===== config.mk =====
export PLATFORM = sky130hd
export DESIGN_NAME = json_string_escaper
export DESIGN_NICKNAME = d
export VERILOG_FILES = /design/src/jse_pkg.sv /design/src/json_string_escaper.sv
export SDC_FILE = /design/constraint.sdc
export NUM_CORES = 1
export LEC_CHECK = 0
export BUFFER_PORTS_ARGS = -buffer_cell sky130_fd_sc_hd__buf_2
export CORE_UTILIZATION = 55
export DETAILED_ROUTE_END_ITERATION = 16
export GPL_ROUTABILITY_DRIVEN = 0
export GPL_TIMING_DRIVEN = 0
export PLACE_DENSITY = 0.73
export SLEW_MARGIN = 40
export SYNTH_ARGS = -nofsm -noshare
export SYNTH_HDL_FRONTEND = slang
export SYNTH_SLANG_ARGS = --single-unit

===== constraint.sdc =====
create_clock -name clk -period 4.6 [get_ports clk]
set_clock_uncertainty 0.2 [all_clocks]
set_input_delay 0.46 -clock clk [delete_from_list [all_inputs] [get_ports clk]]
set_output_delay 0.46 -clock clk [all_outputs]
set_load 0.02 [all_outputs]

===== src/jse_pkg.sv =====
`timescale 1ns / 1ps
`default_nettype none
// ----------------------------------------------------------------------------
// jse_pkg: shared types and constants for the JSON string escaper
// Word formats for both channels, escape classes and the byte lookups.
// ----------------------------------------------------------------------------
package jse_pkg;

  // Operation codes on the input channel
  localparam logic OP_CHAR = 1'b0;
  localparam logic OP_END  = 1'b1;

  // Escape classes of one raw byte
  localparam logic [1:0] CLS_PASS  = 2'd0;  // copied unchanged
  localparam logic [1:0] CLS_SHORT = 2'd1;  // backslash + one letter
  localparam logic [1:0] CLS_UHEX  = 2'd2;  // \u00 + two hex digits

  // Character constants
  localparam logic [7:0] CH_QUOTE     = 8'h22;
  localparam logic [7:0] CH_BACKSLASH = 8'h5C;
  localparam logic [7:0] CH_U         = 8'h75;
  localparam logic [7:0] CH_ZERO      = 8'h30;
  localparam logic [7:0] CH_A         = 8'h61;

  typedef struct packed {
    logic       operation;
    logic [7:0] char_byte;
  } item_t;

  typedef struct packed {
    logic [7:0] out_byte;
    logic       last;
    logic       string_closed;
  } result_t;

  // Escape class of a raw byte
  function automatic logic [1:0] esc_class(input logic [7:0] c);
    logic [1:0] cls;
    cls = CLS_PASS;
    if (c >= 8'h07 && c <= 8'h0D)
      cls = CLS_SHORT;
    else if (c < 8'h20 || c == 8'h7F || c == 8'hC0 || c == 8'hC1 || c >= 8'hF5)
      cls = CLS_UHEX;
    else if (c == CH_QUOTE || c == CH_BACKSLASH)
      cls = CLS_SHORT;
    return cls;
  endfunction

  // Letter after the backslash for the short escapes
  function automatic logic [7:0] esc_letter(input logic [7:0] c);
    logic [7:0] l;
    unique case (c)
      8'h07:   l = 8'h61;  // a
      8'h08:   l = 8'h62;  // b
      8'h09:   l = 8'h74;  // t
      8'h0A:   l = 8'h6E;  // n
      8'h0B:   l = 8'h76;  // v
      8'h0C:   l = 8'h66;  // f
      8'h0D:   l = 8'h72;  // r
      default: l = c;      // quote and backslash stand for themselves
    endcase
    return l;
  endfunction

  // Lowercase hex digit of one nibble
  function automatic logic [7:0] hex_digit(input logic [3:0] n);
    logic [7:0] d;
    if (n < 4'd10)
      d = CH_ZERO + {4'd0, n};
    else
      d = CH_A + {4'd0, n} - 8'd10;
    return d;
  endfunction

endpackage
`default_nettype wire


===== src/json_string_escaper.sv =====
`timescale 1ns / 1ps
`default_nettype none
// ----------------------------------------------------------------------------
// json_string_escaper: streams raw bytes into a quoted JSON-style string literal
// Each input word is held in an item register and played out one escaped
// byte per cycle, while the output is not stalled, into an output register.
// ----------------------------------------------------------------------------
// The first result byte of a word passes the item register, then the output register.
// Throughput: an input word yields 1 to 7 result bytes at one byte per cycle
//   while result_ready holds, so plain characters inside an open string run at
//   one word per cycle; the single item register playing out its bytes sets the rate.
// Reset: synchronous, clears the item and output valids and closes the string.
module json_string_escaper (
  input  wire                   clk,
  input  wire                   rst,
  input  wire                   item_valid,
  output logic                  item_ready,
  input  wire jse_pkg::item_t   item,
  output logic                  result_valid,
  input  wire                   result_ready,
  output jse_pkg::result_t      result
);

  // Item register and play-out state
  logic           seq_valid;
  jse_pkg::item_t seq_item;
  logic           seq_open;     // opening quote still owed for this word
  logic [2:0]     idx;
  logic           inside_string;

  // Byte generation for the current index
  logic [1:0]       cls;
  logic [2:0]       count;
  logic [2:0]       body_idx;
  logic             gen_last;
  logic             load;
  jse_pkg::result_t gen;

  always_comb begin
    cls = jse_pkg::esc_class(seq_item.char_byte);
    if (seq_item.operation == jse_pkg::OP_END)
      count = 3'd1;
    else begin
      unique case (cls)
        jse_pkg::CLS_SHORT: count = 3'd2;
        jse_pkg::CLS_UHEX:  count = 3'd6;
        default:            count = 3'd1;
      endcase
    end
    count    = count + {2'd0, seq_open};
    body_idx = idx - {2'd0, seq_open};
    gen_last = (idx == count - 3'd1);

    gen.last          = gen_last;
    gen.string_closed = 1'b0;
    gen.out_byte      = seq_item.char_byte;
    if (seq_open && idx == 3'd0)
      gen.out_byte = jse_pkg::CH_QUOTE;
    else if (seq_item.operation == jse_pkg::OP_END) begin
      gen.out_byte      = jse_pkg::CH_QUOTE;
      gen.string_closed = 1'b1;
    end else if (cls == jse_pkg::CLS_SHORT) begin
      gen.out_byte = (body_idx == 3'd0) ? jse_pkg::CH_BACKSLASH
                                        : jse_pkg::esc_letter(seq_item.char_byte);
    end else if (cls == jse_pkg::CLS_UHEX) begin
      unique case (body_idx)
        3'd0:    gen.out_byte = jse_pkg::CH_BACKSLASH;
        3'd1:    gen.out_byte = jse_pkg::CH_U;
        3'd2:    gen.out_byte = jse_pkg::CH_ZERO;
        3'd3:    gen.out_byte = jse_pkg::CH_ZERO;
        3'd4:    gen.out_byte = jse_pkg::hex_digit(seq_item.char_byte[7:4]);
        default: gen.out_byte = jse_pkg::hex_digit(seq_item.char_byte[3:0]);
      endcase
    end
  end

  // Handshake: move a byte when the output register is free or draining
  assign load       = seq_valid && (!result_valid || result_ready);
  assign item_ready = !seq_valid || (load && gen_last);

  // Item register, index and string state
  always_ff @(posedge clk) begin
    if (rst) begin
      seq_valid     <= 1'b0;
      idx           <= 3'd0;
      inside_string <= 1'b0;
    end else begin
      if (item_valid && item_ready) begin
        seq_valid     <= 1'b1;
        idx           <= 3'd0;
        inside_string <= (item.operation == jse_pkg::OP_CHAR);
      end else if (load) begin
        seq_valid <= !gen_last;
        idx       <= idx + 3'd1;
      end
    end
  end

  always_ff @(posedge clk) begin
    if (item_valid && item_ready) begin
      seq_item <= item;
      seq_open <= !inside_string;
    end
  end

  // Output register
  always_ff @(posedge clk) begin
    if (rst)
      result_valid <= 1'b0;
    else if (load)
      result_valid <= 1'b1;
    else if (result_ready)
      result_valid <= 1'b0;
  end

  always_ff @(posedge clk) begin
    if (load)
      result <= gen;
  end

`ifndef SYNTHESIS
  // The index never runs past the word's byte count
  a_idx_range: assert property (@(posedge clk) disable iff (rst)
    seq_valid |-> idx < count)
    else $error("index past byte count");

  // A closing quote is always the final byte of its word
  a_close_last: assert property (@(posedge clk) disable iff (rst)
    (result_valid && result.string_closed) |->
      (result.last && result.out_byte == jse_pkg::CH_QUOTE))
    else $error("closing quote not last or not a quote");

  // An end marker leaves the string closed
  a_end_closes: assert property (@(posedge clk) disable iff (rst)
    (item_valid && item_ready && item.operation == jse_pkg::OP_END)
      |=> !inside_string)
    else $error("string left open after end marker");

  // Nothing is shown right after reset
  a_reset_quiet: assert property (@(posedge clk)
    rst |=> !result_valid && !seq_valid)
    else $error("valid after reset");
`endif

endmodule
`default_nettype wire

Word-level counts from Yosys, hierarchy flattened:

Cells that the tools add are included.

* add/sub/neg operators: 10
* multipliers: 0
* divide/modulo/power cells: 0
* magnitude comparators: 6
* eq/ne operators: 19
* shift-type cells: 0
* mux-type cells: 17
* bitwise logic cells: 1
* reductions and logical operators: 23

Operator list (count)
* case mux 8 bit (7 select lines): 1
* equality test 8 x 4 -> 1 bit (second input constant): 6
* two-way mux 8 bit: 5
* case mux 8 bit (4 select lines): 1
* adder 7 x 4 -> 8 bit (first input constant): 2
* equality test 8 x 7 -> 1 bit (second input constant): 2
* equality test 8 bit (second input constant): 2
* subtractor 8 x 4 -> 8 bit (second input constant): 2
* adder 6 x 4 -> 7 bit (first input constant): 2
* equality test 8 x 3 -> 1 bit (second input constant): 1
* equality test 8 x 6 -> 1 bit (second input constant): 1
* >= comparator 8 x 3 -> 1 bit (second input constant): 1
* >= comparator 8 bit (second input constant): 1
* less-or-equal comparator 8 x 4 -> 1 bit (second input constant): 1
* < comparator 4 bit (second input constant): 2
* < comparator 8 x 6 -> 1 bit (second input constant): 1
* logical OR 1 bit: 7
* equality test 3 x 2 -> 1 bit (second input constant): 2
* logical NOT 3 bit: 2
* two-way mux 1 bit: 6
* case mux 3 bit (2 select lines): 1
* OR reduction 2 bit: 3
* logical AND 1 bit: 5
* logical NOT 1 bit: 4
* other kinds (13): 15

* bits in registers: 26
* bits in latches: 0
* RAM bits: 0
* ROM bits: 0
* input bits: 13
* memories kept: 0

Longest topological paths before layout:

Gate-level depths: netlist of the first run.

* word-level depth: 17
* gate-level depth with buffers: 16

Worst setup path after synthesis of the first run:

No wires, ideal clock.

* path kind: register to output
* start: reg seq_item[5] (netlist name)
* end: out item_ready
* data arrival time: 3.203 ns
* data required time: 3.940 ns
* slack: 0.737 ns
* cell stages (with the launch flop): 14
* cell sequence: edfxtp_1 inv_1 ha_1 nor3b_2 nand3_1 o32a_1 and2_1 ha_1 nor2_1 ha_1 ha_1 xnor2_2 xnor2_1 o31ai_1

* cells in the longest elaborated chain, start to end: 15

Ends and longest elaborated chain
* start, declared: line json_string_escaper.sv:26 `jse_pkg::item_t seq_item;`
* start signal, assigned: line json_string_escaper.sv:101 `seq_item <= item;`
* < comparator 8 x 6 -> 1 bit or equality test 8 x 7 -> 1 bit (tied branches): line jse_pkg.sv:42 `else if (c < 8'h20 || c == 8'h7F || c == 8'hC0 || c == 8'hC1 || c >= 8'hF5)`
* logical OR 1 bit (4 in series): line jse_pkg.sv:42
* two-way mux 2 bit: line jse_pkg.sv:42
* two-way mux 2 bit *: line jse_pkg.sv:40 `if (c >= 8'h07 && c <= 8'h0D)`
* equality test 2 bit or equality test 2 x 1 -> 1 bit (tied branches): line json_string_escaper.sv:44 `unique case (cls)`
* case mux 3 bit (2 select lines) *: line json_string_escaper.sv:44
* two-way mux 3 bit *: line json_string_escaper.sv:41 `if (seq_item.operation == jse_pkg::OP_END)`
* adder 3 x 1 -> 3 bit *: line json_string_escaper.sv:50 `count = count + {2'd0, seq_open};`
* subtractor 3 x 1 -> 3 bit *: line json_string_escaper.sv:52 `gen_last = (idx == count - 3'd1);`
* equality test 3 bit *: line json_string_escaper.sv:52
* logical AND 1 bit *: line json_string_escaper.sv:79 `assign item_ready = !seq_valid || (load && gen_last);`
* logical OR 1 bit *: line json_string_escaper.sv:79
* end, declared: line json_string_escaper.sv:17 `output logic item_ready,`

Mark *: on every way between the ends. The rest lies on a longest branch, timed or not.

Worst setup path after layout of the first run:

* start: reg seq_item[1] (netlist name)
* end: out item_ready

Same word-level chain as after synthesis.

==> results.txt, run 1 <==
----------------------------------------------------
[Worst hold path]
  Start point of the worst hold path ... item[7]
  Worst min-delay path class ... in2reg

[Pwr]
  Overall Power ... 785 uW
  Maximum resistive drop on vdd ... 0.247 mV
  Proportion of power drawn by flip-flops and latches ... 39.5%
  Static leakage ... 0.975 nW
  Sw Ratio ... 36.0%
  Sw power ... 282 uW
  Comb power frac ... 38.8%
  Power density normalized to cell area ... 333 nW/um^2
  Internal power ... 503 uW
  Relative contribution of the clock network to total power ... 21.7%

[STA]
  Total negative setup slack ... 0 ns
  Fin worst setup slack ... 0.264 ns
  Unrepaired setup endpoints after global routing ... no
  Measured slew at the worst slew-check pin ... 0.713 ns
  Top achievable clock speed ... 0.231 GHz
  Slew Limit Headroom ... 52.4%
  Final critical delay including setup and external delays ... 4.34 ns
  Final hold violation count ... 0
  Final-report setup violation count ... 0
  Share of the clock period used by the worst path ... 94.3%
  Final-report max-slew violation count ... 0

[Worst setup path]
  Reg2reg path depth ... 14
  Kind of launch point of the worst setup path ... register
  Dominant cell type by count on the critical path ... sky130_fd_sc_hd__ha_1
  Buffering stage count on the worst path with inverters included ... 2
  Kind of cell with the highest combined delay on the critical path ... adder cells
  Worst-path cell chain ... inv_1, ha_1, nand2b_1, a21o_1, a22oi_1, o21ai_0, and2_1, ha_1, nor2_2, ha_1, ha_1, xnor2_2, xnor2_1, o31ai_2, buf_2
  Data required time of the worst path ... 3.94 ns
  Reg2Reg Setup Slack ... 0.44 ns
  R2r startpoint ... seq_item[1]
  Capture point of the worst reg-to-reg path ... seq_item[0]
  Maximum fanout along the worst path ... 7
  Total number of cells along the worst setup path ... 15
  Launching element of the worst setup path ... seq_item[1]
  Critical setup path kind ... reg2out
  Endpoint class of the critical path ... output port
  Delay of the slowest cell on the worst path ... 0.47 ns
  CP arrival ... 3.68 ns
  CP max stage cell ... sky130_fd_sc_hd__edfxtp_1
  Critical Path Sink ... item_ready

[Placed design]
  # placed instances ... 288
  Number of input and output port buffers inserted ... 24
  Setup Slack @ Placement ... 0.302 ns
  DP Wirelength ... 3280 um

[Drt]
  Remaining DRCs ... 0
  Final wirelength ... 4430 um
  Routed length per placed instance ... 14.9 um
  Via density per instance ... 5.97
  DR vias ... 1774
  Post-route ant nets ... 0
  DRC marker count from the first detailed-route iteration ... 167
  Drt first pass iters ... 4

[CTS]
  Post-CTS Hold Buffers ... 0
  Clock Pin Slew Worst Setup and Hold Paths ... 0.09 ns
  Total clock sinks ... 26
  Root Buffer Master ... sky130_fd_sc_hd__clkbuf_8
  Max Root-Sink Buffers ... 2
  CTS H-Tree Depth ... 1
  Insertion delay of the later-clocked pin in the worst-skew pair ... 0.28 ns
  TritonCTS clock tree ... built
  Number of buffers inserted during clock tree synthesis ... 3

[Floorplanning]
  Starting density of the core ... 59.3%
  Die Outline Area ... 3990 um^2
  Site Rows ... 21
  Vertical die dimension ... 63.1 um
  Core region area ... 3470 um^2
  Die width ... 63.1 um
  Total I/O pin count ... 25

[Layout]
  Filler cell count ... 295
  Finished Layout Cells ... 297
  Area overhead of the layout relative to synthesis ... 14.6%
  Commonest cells after routing, fill and taps aside ... 30 x sky130_fd_sc_hd__buf_2, 20 x sky130_fd_sc_hd__edfxtp_1, 17 x sky130_fd_sc_hd__ha_1
  Total number of nets in the final design ... 284
  Ratio of cells with drive above 1 in the final layout ... 22.3%
  Commonest non-fill, non-tap cell in the layout ... sky130_fd_sc_hd__buf_2
  Antenna diode count ... 0

[Synth]
  Post-synth EDFFs ... 20
  Flip-flop and latch count after synthesis ... 26
  Mapped cell area ... 2060 um^2
  Number of warnings reported in the yosys synthesis log ... 0
  Syn avg cell area ... 9.43 um^2
  Count of cell types in the netlist ... 58
  Top flip-flop cell by instance count after synthesis ... sky130_fd_sc_hd__edfxtp_1
  Share of synthesized area occupied by flip-flops and latches ... 35.1%
  Synth async-reset ratio ... 0%
  Synthesized netlist net count ... 250
  Cell count after synthesis ... 218

[Run status]
  Outcome ... finished clean

[Global route]
  Congestion Overflow GR ... 0
  Total global routing track utilization ... 23.9%
  First-pass GRT wire length ... 7470 um
  Number of global-route vias before repair ... 1623
  Maximum number of pins on one net before global-route repair ... 16
  Number of antenna violations at the first check in global routing ... 0

[Flow run]
  Max-Cap Viols ... 0

----------------------------------------------------
-- final cells by class --
cell class / instances / area [um^2] / share of cell area, %
plain buffers: 10 / 53.8 / 2.28
clock buffers: 4 / 66.3 / 2.81
well taps: 46 / 57.6 / 2.44
multi-input cells: 167 / 1240 / 52.8
flip-flops and latches: 26 / 721 / 30.6
repair buffers: 29 / 158 / 6.69
inverters: 15 / 56.3 / 2.39
-- routing by layer --
metal	vias up	track usage, %	part of all wire [%]
li1	876	-	-
met1	798	33.7	47
met2	94	38.0	44
met3	6	2.17	7.2
met4	0	8.43	1.4
met5	-	0	0
-- synth_stat cells (4+ instances only) --
cell                       count  share of area, %
sky130_fd_sc_hd__a21oi_1      12               2.9
sky130_fd_sc_hd__o21ai_0      12               2.9
sky130_fd_sc_hd__and2_1        5               1.5
sky130_fd_sc_hd__nand2_1      15               2.7
sky130_fd_sc_hd__buf_2         6               1.5
sky130_fd_sc_hd__nand2b_1      5               1.5
sky130_fd_sc_hd__dfxtp_1       6               5.8
sky130_fd_sc_hd__o31ai_1       5               1.8
sky130_fd_sc_hd__xnor2_1       4               1.7
sky130_fd_sc_hd__nor3_1        9               2.2
sky130_fd_sc_hd__edfxtp_1     20                29
sky130_fd_sc_hd__inv_1        15               2.7
sky130_fd_sc_hd__nor2_1       13               2.4
sky130_fd_sc_hd__ha_1         19                12
-- through the flow --
stage | area [um^2] | util, % | hold slack [ns]
2_1_floorplan | 2060 | - | 0.239
3_3_place_gp | 2230 | 64.4 | 0.246
3_5_place_dp | 2230 | 64.4 | 0.247
4_1_cts | 2300 | 66.3 | 0.149
5_1_grt | 2360 | 67.9 | 0.143
6_report | 2360 | 67.9 | 0.152
-- worst min path at each step --
stage / endpoint / slack, ns / cells after the start
after floorplan: seq_open / 0.24 / 1
after global placement: seq_open / 0.25 / 1
after detailed placement: seq_open / 0.25 / 1
after CTS: seq_item[7] / 0.15 / 1
after global routing: seq_item[6] / 0.14 / 1
final: seq_item[7] / 0.15 / 1
-- kinds of logic after synthesis --
kind of cell,synth area share (%)
fa+ha+maj,11.6
mux,1.46
compound gates,24.5
flops,35.1
xor+xnor,4.56
buf+inv,5.36
simple gates,17.5
-- timing repair --
item,4_1_cts,5_1_grt
setup buffers,0,5
setup endpoints to repair,0,12
resized for setup,0,6
endpoints found under the hold margin,0,0
-- sequential cells by signal (all words and copies together) (netlist names) --
register / flops
result_valid: 1
inside_string: 1
seq_open: 1
seq_valid: 1
idx: 3
result: 10
seq_item: 9
-- power by group through the flow --
stage | sequential, mW | clock, mW | combinational [mW]
floorplan | 0.321 | 0 | 0.208
finish | 0.310 | 0.171 | 0.305
global placement | 0.314 | 0 | 0.281
CTS | 0.309 | 0.172 | 0.285
detailed placement | 0.315 | 0 | 0.283
global route | 0.313 | 0.179 | 0.338
(Power assumes the default switching activity.)
==> inputs of run 2 (changes only) <==
- CORE_ASPECT_RATIO: default -> 1.75
==> results.txt, run 2 (synthesis gave the netlist of run 1 again) <==
----------------------------------------------------
[Worst setup path]
  CP max stage cell ... sky130_fd_sc_hd__edfxtp_1
  Delay of the slowest cell on the worst path ... 0.54 ns
  Maximum fanout along the worst path ... 7
  Critical setup path kind ... reg2out
  Worst-path cell chain ... ha_1, and2_1, o2111a_1, a21oi_1, o32a_1, o31a_1, ha_1, nor2_2, ha_1, ha_1, xnor2_2, xnor2_1, o31ai_2, buf_2
  Endpoint class of the critical path ... output port
  CP arrival ... 3.67 ns
  Dominant cell type by count on the critical path ... sky130_fd_sc_hd__ha_1
  Data required time of the worst path ... 3.94 ns
  Kind of launch point of the worst setup path ... register

[Placed design]
  Setup Slack @ Placement ... 0.333 ns
  DP Wirelength ... 3610 um
  Number of input and output port buffers inserted ... 24

[Global route]
  Maximum number of pins on one net before global-route repair ... 16
  Congestion Overflow GR ... 0
  Number of antenna violations at the first check in global routing ... 0
  Number of global-route vias before repair ... 1673
  Total global routing track utilization ... 25.7%
  First-pass GRT wire length ... 7470 um

[Flow run]
  Max-Cap Viols ... 0

[Drt]
  DR vias ... 1767
  DRC marker count from the first detailed-route iteration ... 56
  Remaining DRCs ... 0
  Final wirelength ... 4710 um
  Drt first pass iters ... 5
  Routed length per placed instance ... 15.9 um
  Via density per instance ... 5.97
  Post-route ant nets ... 0

[Floorplanning]
  Site Rows ... 29
  Starting density of the core ... 57.2%
  Total I/O pin count ... 25
  Die Outline Area ... 4000 um^2
  Die width ... 48.2 um
  Vertical die dimension ... 82.9 um
  Core region area ... 3590 um^2

[Layout]
  Commonest cells after routing, fill and taps aside ... 30 x sky130_fd_sc_hd__buf_2, 20 x sky130_fd_sc_hd__edfxtp_1, 18 x sky130_fd_sc_hd__ha_1
  Flip-flop count of the largest register after layout ... 10
  Commonest non-fill, non-tap cell in the layout ... sky130_fd_sc_hd__buf_2
  Largest reg by FF count ... result
  Ratio of cells with drive above 1 in the final layout ... 21.2%
  Filler cell count ... 315
  Antenna diode count ... 0
  Total number of nets in the final design ... 284
  Registers with the most flip-flops ... result x10, seq_item x9, idx x3
  Area overhead of the layout relative to synthesis ... 13.3%

[STA]
  Final critical delay including setup and external delays ... 4.33 ns
  Final hold violation count ... 0
  Share of the clock period used by the worst path ... 94.2%
  Measured slew at the worst slew-check pin ... 0.699 ns
  Top achievable clock speed ... 0.231 GHz
  Unrepaired setup endpoints after global routing ... no
  Total negative setup slack ... 0 ns
  Fin worst setup slack ... 0.266 ns
  Slew Limit Headroom ... 53.4%
  Final-report setup violation count ... 0
  Final-report max-slew violation count ... 0

[Pwr]
  Static leakage ... 0.965 nW
  Power density normalized to cell area ... 317 nW/um^2
  Maximum resistive drop on vdd ... 0.248 mV

[CTS]
  Insertion delay of the later-clocked pin in the worst-skew pair ... 0.27 ns
  CTS H-Tree Depth ... 1
  Clock Pin Slew Worst Setup and Hold Paths ... 0.08 ns
  TritonCTS clock tree ... built
  Root Buffer Master ... sky130_fd_sc_hd__clkbuf_8
  Number of buffers inserted during clock tree synthesis ... 3
  Max Root-Sink Buffers ... 2
  Total clock sinks ... 26

[Worst hold path]
  Worst min-delay path class ... in2reg

[Run status]
  Outcome ... finished clean

----------------------------------------------------
## run 2: final timing paths
| check | slack (ns) | from | to | cells after the start |
|---|---|---|---|---|
| worst max-delay path | 0.27 | seq_item[0] | item_ready | 14 |
| worst min-delay path | 0.16 | item[3] | seq_item[3] | 1 |
| worst max register to register | 0.42 | seq_item[0] | seq_item[6] | 13 |
| worst min register to register | 0.27 | inside_string | seq_open | 1 |
## run 2: layout make-up
cell class                      instances  area, um^2  area share [%]
Multi-Input combinational cell        167        1240            53.3
Sequential cell                        26         721            31.0
Timing Repair Buffer                   29         158            6.77
Tap cell                               46        57.6            2.47
Inverter                               15        56.3            2.42
Buffer                                 10        53.8            2.31
Clock buffer                            3        41.3            1.77
## run 2: worst max-delay path: cells and delay by family (launching register included)
family / cells / cell delay [ns]
xor+xnor: 2 / 0.31
flops: 1 / 0.54
fa+ha+maj: 4 / 0.95
buf+inv: 1 / 0.21
simple gates: 2 / 0.37
compound gates: 5 / 1.02
## run 2: what timing repair did
item | CTS | global route
endpoints found under the setup margin | 0 | 11
gates resized for setup | 0 | 4
hold buffers | 0 | 0
setup buffers | 0 | 5
## run 2: metal layers
| layer | share of wire [%] | routed length [um] | track usage (%) |
|---|---|---|---|
| met1 | 38 | 1800 | 28.4 |
| met5 | 0 | 0 | 0 |
| met3 | 2.4 | 114 | 3.26 |
| met4 | 3.9 | 182 | 13.9 |
| met2 | 55 | 2610 | 43.4 |
## run 2: metrics by stage
step                      utilization [%]  total power [mW]  area, um^2  hold slack (ns)  instances
after floorplan                         -             0.529        2060            0.239        218
after global placement               62.2             0.598        2230            0.247        288
after detailed placement             62.2             0.601        2230            0.253        288
after CTS                            63.3             0.728        2270            0.157        291
after global routing                 64.8             0.785        2330            0.156        296
final                                64.8             0.738        2330            0.162        296
## run 2: power breakdown
| group | internal [mW] | switching (mW) | total, mW |
|---|---|---|---|
| combinational | 0.120 | 0.181 | 0.301 |
| sequential | 0.287 | 0.0252 | 0.312 |
| clock | 0.0587 | 0.0667 | 0.125 |
| total | 0.466 | 0.273 | 0.738 |
